===== config.mk =====
export PLATFORM = sky130hd
export DESIGN_NAME = base64_stream_encoder_top
export DESIGN_NICKNAME = d
export VERILOG_FILES = /design/src/rtl/core/b64e_pkg.sv /design/src/rtl/core/b64e_front.sv /design/src/rtl/core/b64e_fifo.sv /design/src/rtl/core/b64e_back.sv /design/src/rtl/core/base64_stream_encoder_top.sv
export SDC_FILE = /design/constraint.sdc
export NUM_CORES = 1
export LEC_CHECK = 0
export BUFFER_PORTS_ARGS = -buffer_cell sky130_fd_sc_hd__buf_2
export CAP_MARGIN = 5
export CORE_MARGIN = 2
export CORE_UTILIZATION = 50
export DETAILED_ROUTE_END_ITERATION = 8
export PLACE_DENSITY_LB_ADDON = 0.08
export SLEW_MARGIN = 20
export SYNTH_ARGS = -nofsm -noshare
export SYNTH_HDL_FRONTEND = slang
export SYNTH_SLANG_ARGS = --single-unit

===== constraint.sdc =====
create_clock -name clk_i -period 6.3 [get_ports clk_i]
set_input_delay 0.315 -clock clk_i [delete_from_list [all_inputs] [get_ports clk_i]]
set_output_delay 0.315 -clock clk_i [all_outputs]
set_load 0.1 [all_outputs]

===== src/rtl/core/b64e_pkg.sv =====
package b64e_pkg;

  // base64 pad character '='
  localparam logic [6:0] PadChar = 7'h3D;

  // most characters one byte can produce (last byte at start of group)
  localparam int unsigned MaxChars = 4;

  // one queued unit of work: the characters of one byte
  typedef struct packed {
    logic [MaxChars-1:0][6:0] chars;     // characters in send order, slot 0 first
    logic [1:0]               last_slot; // slot of the final character
    logic                     eom;       // final character ends the message
  } job_t;

  // queue status seen by the front and back
  typedef struct packed {
    logic full;
    logic empty;
  } fifo_status_t;

  // 6-bit value to standard base64 alphabet character
  function automatic logic [6:0] sym(input logic [5:0] idx);
    logic [6:0] wide;
    wide = {1'b0, idx};
    if (idx < 6'd26) begin
      return wide + 7'd65;
    end else if (idx < 6'd52) begin
      return wide + 7'd71;
    end else if (idx < 6'd62) begin
      return wide - 7'd4;
    end else if (idx == 6'd62) begin
      return 7'd43;
    end else begin
      return 7'd47;
    end
  endfunction

endpackage


===== src/rtl/core/b64e_front.sv =====
module b64e_front (
  input  logic                 clk_i,
  input  logic                 rst_ni,
  input  logic                 in_valid_i,
  output logic                 in_ready_o,
  input  logic [7:0]           in_byte_i,
  input  logic                 last_byte_i,
  input  b64e_pkg::fifo_status_t fifo_st_i,
  output logic                 push_o,
  output b64e_pkg::job_t       job_o
);

  localparam logic [1:0] PhaseFirst  = 2'd0;
  localparam logic [1:0] PhaseSecond = 2'd1;
  localparam logic [1:0] PhaseThird  = 2'd2;

  logic [1:0] phase_q, phase_d;
  logic [3:0] carry_q, carry_d;
  logic       accept;

  assign in_ready_o = !fifo_st_i.full;
  assign accept     = in_valid_i && in_ready_o;
  assign push_o     = accept;

  // split the byte into characters and advance the group position
  always_comb begin
    job_o           = '0;
    job_o.eom       = last_byte_i;
    phase_d         = phase_q;
    carry_d         = carry_q;
    unique case (phase_q)
      PhaseSecond: begin
        job_o.chars[0] = b64e_pkg::sym({carry_q[1:0], in_byte_i[7:4]});
        if (last_byte_i) begin
          job_o.chars[1]  = b64e_pkg::sym({in_byte_i[3:0], 2'b00});
          job_o.chars[2]  = b64e_pkg::PadChar;
          job_o.last_slot = 2'd2;
        end else begin
          job_o.last_slot = 2'd0;
        end
        carry_d = in_byte_i[3:0];
        phase_d = PhaseThird;
      end
      PhaseThird: begin
        job_o.chars[0]  = b64e_pkg::sym({carry_q, in_byte_i[7:6]});
        job_o.chars[1]  = b64e_pkg::sym(in_byte_i[5:0]);
        job_o.last_slot = 2'd1;
        carry_d         = '0;
        phase_d         = PhaseFirst;
      end
      default: begin
        job_o.chars[0] = b64e_pkg::sym(in_byte_i[7:2]);
        if (last_byte_i) begin
          job_o.chars[1]  = b64e_pkg::sym({in_byte_i[1:0], 4'b0000});
          job_o.chars[2]  = b64e_pkg::PadChar;
          job_o.chars[3]  = b64e_pkg::PadChar;
          job_o.last_slot = 2'd3;
        end else begin
          job_o.last_slot = 2'd0;
        end
        carry_d = {2'b00, in_byte_i[1:0]};
        phase_d = PhaseSecond;
      end
    endcase
    // message end restarts the group
    if (last_byte_i) begin
      carry_d = '0;
      phase_d = PhaseFirst;
    end
  end

  always_ff @(posedge clk_i or negedge rst_ni) begin
    if (!rst_ni) begin
      phase_q <= PhaseFirst;
      carry_q <= '0;
    end else if (accept) begin
      phase_q <= phase_d;
      carry_q <= carry_d;
    end
  end

endmodule


===== src/rtl/core/b64e_fifo.sv =====
module b64e_fifo #(
  parameter int unsigned Depth = 2
) (
  input  logic                   clk_i,
  input  logic                   rst_ni,
  input  logic                   push_i,
  input  b64e_pkg::job_t         push_job_i,
  input  logic                   pop_i,
  output b64e_pkg::job_t         head_o,
  output b64e_pkg::fifo_status_t status_o
);

  localparam int unsigned PtrW = (Depth > 1) ? $clog2(Depth) : 1;
  localparam int unsigned CntW = $clog2(Depth + 1);

  b64e_pkg::job_t mem_q [Depth];
  logic [PtrW-1:0] wr_ptr_q, rd_ptr_q;
  logic [CntW-1:0] count_q;

  assign status_o.full  = (count_q == CntW'(Depth));
  assign status_o.empty = (count_q == '0);
  assign head_o         = mem_q[rd_ptr_q];

  // entry storage
  always_ff @(posedge clk_i) begin
    if (push_i) begin
      mem_q[wr_ptr_q] <= push_job_i;
    end
  end

  // pointers and fill count
  always_ff @(posedge clk_i or negedge rst_ni) begin
    if (!rst_ni) begin
      wr_ptr_q <= '0;
      rd_ptr_q <= '0;
      count_q  <= '0;
    end else begin
      if (push_i) begin
        wr_ptr_q <= (wr_ptr_q == PtrW'(Depth - 1)) ? '0 : wr_ptr_q + 1'b1;
      end
      if (pop_i) begin
        rd_ptr_q <= (rd_ptr_q == PtrW'(Depth - 1)) ? '0 : rd_ptr_q + 1'b1;
      end
      if (push_i && !pop_i) begin
        count_q <= count_q + 1'b1;
      end else if (pop_i && !push_i) begin
        count_q <= count_q - 1'b1;
      end
    end
  end

endmodule


===== src/rtl/core/b64e_back.sv =====
module b64e_back (
  input  logic                   clk_i,
  input  logic                   rst_ni,
  input  b64e_pkg::job_t         head_i,
  input  b64e_pkg::fifo_status_t fifo_st_i,
  output logic                   pop_o,
  output logic                   out_valid_o,
  input  logic                   out_ready_i,
  output logic [6:0]             out_char_o,
  output logic                   end_of_message_o
);

  logic [1:0] slot_q;
  logic       valid_q;
  logic [6:0] char_q;
  logic       eom_q;
  logic       load;
  logic       final_slot;

  // output register takes a new character when empty or being drained
  assign load       = (!valid_q || out_ready_i) && !fifo_st_i.empty;
  assign final_slot = (slot_q == head_i.last_slot);
  assign pop_o      = load && final_slot;

  assign out_valid_o      = valid_q;
  assign out_char_o       = char_q;
  assign end_of_message_o = eom_q;

  // character payload
  always_ff @(posedge clk_i) begin
    if (load) begin
      char_q <= head_i.chars[slot_q];
      eom_q  <= head_i.eom && final_slot;
    end
  end

  // slot walk and output valid
  always_ff @(posedge clk_i or negedge rst_ni) begin
    if (!rst_ni) begin
      slot_q  <= '0;
      valid_q <= 1'b0;
    end else begin
      if (load) begin
        slot_q  <= final_slot ? '0 : slot_q + 1'b1;
        valid_q <= 1'b1;
      end else if (out_ready_i) begin
        valid_q <= 1'b0;
      end
    end
  end

endmodule


===== src/rtl/core/base64_stream_encoder_top.sv =====
// Streaming base64 encoder, standard alphabet with '=' padding. One plain byte
// per input beat, with last_byte_i marking the end of a message; one ASCII
// character per output beat, with end_of_message_o on the final one. A byte
// yields one character at the first or second place of a 3-byte group, two at
// the third, and on a last byte the partial group is closed with one or two
// pad characters (up to four characters for that byte). The output register
// sends one character per cycle while out_ready_i keeps draining it. Bytes
// are taken while the QueueDepth-entry queue between the input side and the
// output serializer has room, so the input keeps moving while characters wait
// on the output. An accepted byte's characters are written into the queue
// first and then loaded into the output register one by one, once the
// characters ahead of them have gone.
module base64_stream_encoder_top #(
  parameter int unsigned QueueDepth = 2
) (
  input  logic       clk_i,
  input  logic       rst_ni,
  input  logic       in_valid_i,
  output logic       in_ready_o,
  input  logic [7:0] in_byte_i,
  input  logic       last_byte_i,
  output logic       out_valid_o,
  input  logic       out_ready_i,
  output logic [6:0] out_char_o,
  output logic       end_of_message_o
);

  b64e_pkg::job_t         push_job;
  b64e_pkg::job_t         head_job;
  b64e_pkg::fifo_status_t fifo_st;
  logic                   push;
  logic                   pop;

  // byte intake and character split
  b64e_front u_front (
    .clk_i       (clk_i),
    .rst_ni      (rst_ni),
    .in_valid_i  (in_valid_i),
    .in_ready_o  (in_ready_o),
    .in_byte_i   (in_byte_i),
    .last_byte_i (last_byte_i),
    .fifo_st_i   (fifo_st),
    .push_o      (push),
    .job_o       (push_job)
  );

  // work queue
  b64e_fifo #(
    .Depth (QueueDepth)
  ) u_fifo (
    .clk_i      (clk_i),
    .rst_ni     (rst_ni),
    .push_i     (push),
    .push_job_i (push_job),
    .pop_i      (pop),
    .head_o     (head_job),
    .status_o   (fifo_st)
  );

  // character serializer
  b64e_back u_back (
    .clk_i            (clk_i),
    .rst_ni           (rst_ni),
    .head_i           (head_job),
    .fifo_st_i        (fifo_st),
    .pop_o            (pop),
    .out_valid_o      (out_valid_o),
    .out_ready_i      (out_ready_i),
    .out_char_o       (out_char_o),
    .end_of_message_o (end_of_message_o)
  );

  // queue never takes a beat while full
  assert property (@(posedge clk_i) disable iff (!rst_ni) !(push && fifo_st.full))
    else $error("push into full queue");

  // queue never pops while empty
  assert property (@(posedge clk_i) disable iff (!rst_ni) !(pop && fifo_st.empty))
    else $error("pop from empty queue");

  // an accepted byte leaves work in the queue on the next cycle
  assert property (@(posedge clk_i) disable iff (!rst_ni) push |=> !fifo_st.empty)
    else $error("accepted byte lost from queue");

endmodule


==> metrics.md <==
| Metric | Value |
|---|---|
| Status | finished, final reports clean |
| Register bit count reported by yosys | 57 |
| RSZ-0062 raised after global routing | no |
| Clock tree sinks | 57 |
| Initial antenna violation count | 0 |
| Avg WL per Cell | ~19 um |
| Min Tclk post-route | around 2500 ps |
| GR Overflow Total | 0 |
| YS warnings | 0 |
| Crit Path Category | register to register |
| TNS Setup | 0 ps |
| Worst-path clk slew | around 60 ps |
| CP max stage delay | just under 600 ps |
| Max-slew headroom | a little over a third |
| Worst path bufs/invs | 1 |
| Type of element capturing the critical path | register |
| Post-synth EDFFs | 44 |
| Worst-Skew Late Latency | between 300 and 400 ps |
| Hold Fails Final Rpt | 0 |
| Total GRT Usage | a little under a quarter |
| Core area | about 8300 sq um |
| Initial Util | between 50% and 60% |
| R2r setup slk | around 3800 ps |
| Max-cap violations | 0 |
| Max Clock Skew | just under 9 ps |
| Clock buffer depth | 2 |
| Width of the die | 96.5 um |
| Min-Delay Path Class | input pin to register |
| Final core occ | a little under three fifths |
| Syn Inst Count | between 400 and 500 |
| Critical-path cell list | inv_1, ha_1, and3b_1, nand2_1, a21oi_1, a211oi_1, a22oi_1 |
| Post-CTS Resized | 0 |
| Fin. max-slew vios | 0 |
| Fin cells | around 550 |
| CTS tree | built |
| Routed WL | 10300 um |
| Most used DFF post-synth | edfxtp_1 |
| CP required | between 6000 and 7000 ps |
| WP data arrival | approximately 2600 ps |
| Drt pass-1 iters | 5 |
| Postcts setup bufs | 0 |
| Die Area | approximately 9300 sq um |
| Proportion of layout cells with a drive suffix above 1 | roughly 14% |
| Mean Syn Cell Area | roughly 9.9 sq um |
| Chip height | 96.5 um |
| Final setup fails | 0 |
| Vias in the first global route | between 3k and 4k |
| P&R area growth vs syn | 7.08% |
| # diodes | 0 |
| H-Tree Depth | 3 |
| Fillers | approximately 760 |
| VDD IR max | around 0.00021 V |
| Crit start category | register |
| DRT iter0 DRCs | between 200 and 300 |
| Placed Area | about 4400 sq um |
| Layout Nets | 481 |
| WHS | between 200 and 250 ps |
| Power Dens Cells | between 400 and 500 nW/um^2 |
| Peak Freq | 0.394 GHz |
| Hold-fix buffers at CTS | 1 |
| Drt drc | 0 |
| CTS buffer count | 9 |
| Global-route wire length before repair | 16500 um |
| Worst-Margin Slew | a little under 1000 ps |
| Post-DR vias/cell | 6.20 |
| Cells after DPL | around 530 |
| Post-synthesis sequential area ratio | slightly below 40% |
| Synthesized area | approximately 4300 sq um |
| Post-Syn Nets | approximately 470 |
| Std cell rows | 33 |
| Fin crit share | about two fifths |
| I/O Pins | 23 |
| Critical path fanouts, max | 11 |
| Netlist cell types | 67 |
| CP top delay family | compound AO/OA/AOI/OAI gates |
| Post-synth ARST share | about 23% |
| Design area | approximately 4600 sq um |
| DP HPWL | 7530 um |
| LEAKAGE | between 1.5 and 2 nW |
| Critical path's slowest cell | dfrtp_1 |
| Routed Antenna Nets | 0 |
| Total vias in the final route | between 3k and 4k |
| Routability cong. | between 0.9 and 1 |
| Largest net degree at the start of global routing | 23 |
| CTS root buffer | clkbuf_8 |
| Port Buffers | 22 |
-- area by class of cell --
type                       instances  area [sq um]  area share, %
multi-input combinational        321          2380           51.9
sequential                        57          1650           35.9
timing repair buffer              24           128           2.79
tap                              105           131           2.87
clock buffer                      14           183           3.99
clock inverter                     2          10.0          0.218
inverter                          28           105           2.29
-- synthesized netlist by cell type (8+ instances only) --
| cell type | instances | area share [%] |
|---|---|---|
| nand2b_1 | 12 | 1.8 |
| nand2_1 | 34 | 3.0 |
| dfrtp_1 | 13 | 7.6 |
| o21ai_0 | 30 | 3.5 |
| mux2i_1 | 8 | 1.9 |
| inv_1 | 27 | 2.4 |
| a21o_1 | 8 | 1.4 |
| edfxtp_1 | 44 | 31 |
| buf_2 | 13 | 1.5 |
| nor3_1 | 10 | 1.2 |
| nand4_1 | 8 | 1.2 |
| nand3_1 | 8 | 0.94 |
| xnor2_1 | 22 | 4.5 |
| clkbuf_1 | 8 | 0.70 |
| nor2_1 | 15 | 1.3 |
| nor2b_1 | 8 | 1.2 |
| a211oi_1 | 8 | 1.4 |
| ha_1 | 27 | 7.9 |
| a21oi_1 | 23 | 2.7 |
-- state kept, by name, indices dropped and copies added, names as in the netlist --
register                 count
u_fifo.rd_ptr_q              1
u_fifo.count_q               2
u_back.slot_q                2
u_fifo.wr_ptr_q              1
u_back.out_valid_o           1
u_back.out_char_o            7
u_front.carry_q              4
u_fifo.mem_q                36
u_back.end_of_message_o      1
u_front.phase_q              2
-- metrics by stage --
step	power [mW]	setup slack (ps)
4_1_cts	2.07	3800
5_1_grt	2.20	3580
3_5_place_dp	1.75	3490
6_report	2.06	3760
3_3_place_gp	1.74	3590
2_1_floorplan	1.53	3520
-- path summary, 6_finish.rpt --
kind / startpoint / endpoint / depth (start not counted)
min in group asynchronous: rst_ni / u_front.carry_q[3] / 2
max in group asynchronous: rst_ni / u_front.carry_q[2] / 2
hold / removal: out_ready_i / u_back.out_valid_o / 2
hold reg to reg: u_fifo.count_q[1] / u_fifo.count_q[1] / 1
setup reg to reg: u_front.carry_q[0] / u_fifo.mem_q[0][7] / 7
setup / recovery: u_front.carry_q[0] / u_fifo.mem_q[0][7] / 7
-- cell usage in the layout (no fill, tap or decap), types with 10 or more instances in the layout --
master / n
ha_1: 27
inv_1: 27
edfxtp_1: 44
dfrtp_1: 13
a21oi_1: 23
buf_2: 22
nand2_1: 34
nor3_1: 10
o21ai_0: 30
nand2b_1: 12
xnor2_1: 22
clkbuf_8: 13
nor2_1: 15
-- metal layers --
metal,track usage (%),wire length (um)
met1,32.0,4470
met2,38.7,5050
met3,3.03,567
met4,9.27,201
met5,0,0
-- power breakdown --
group / switching (mW) / internal (mW) / total (mW)
Combinational: 0.684 / 0.331 / 1.01
Clock: 0.131 / 0.185 / 0.315
Sequential: 0.109 / 0.622 / 0.731
Total: 0.923 / 1.14 / 2.06
-- kinds of logic after synthesis --
logic type | count (synthesis) | synth area share (%)
buffers and inverters | 56 | 5.94
adder cells (fa/ha/maj) | 27 | 7.89
XOR/XNOR | 27 | 5.53
AO/OA/AOI/OAI | 127 | 20.7
AND/OR/NAND/NOR | 123 | 15.4
multiplexers | 17 | 6.08
flip-flops | 57 | 38.5
-- worst register-to-register path, cell delays in order (launching register included) --
cell and delay [ps]:
dfrtp_1 580, inv_1 190, ha_1 310, and3b_1 400, nand2_1 120, a21oi_1 180, a211oi_1 80, a22oi_1 420
No activity file was read; power rests on OpenSTA's default activity.
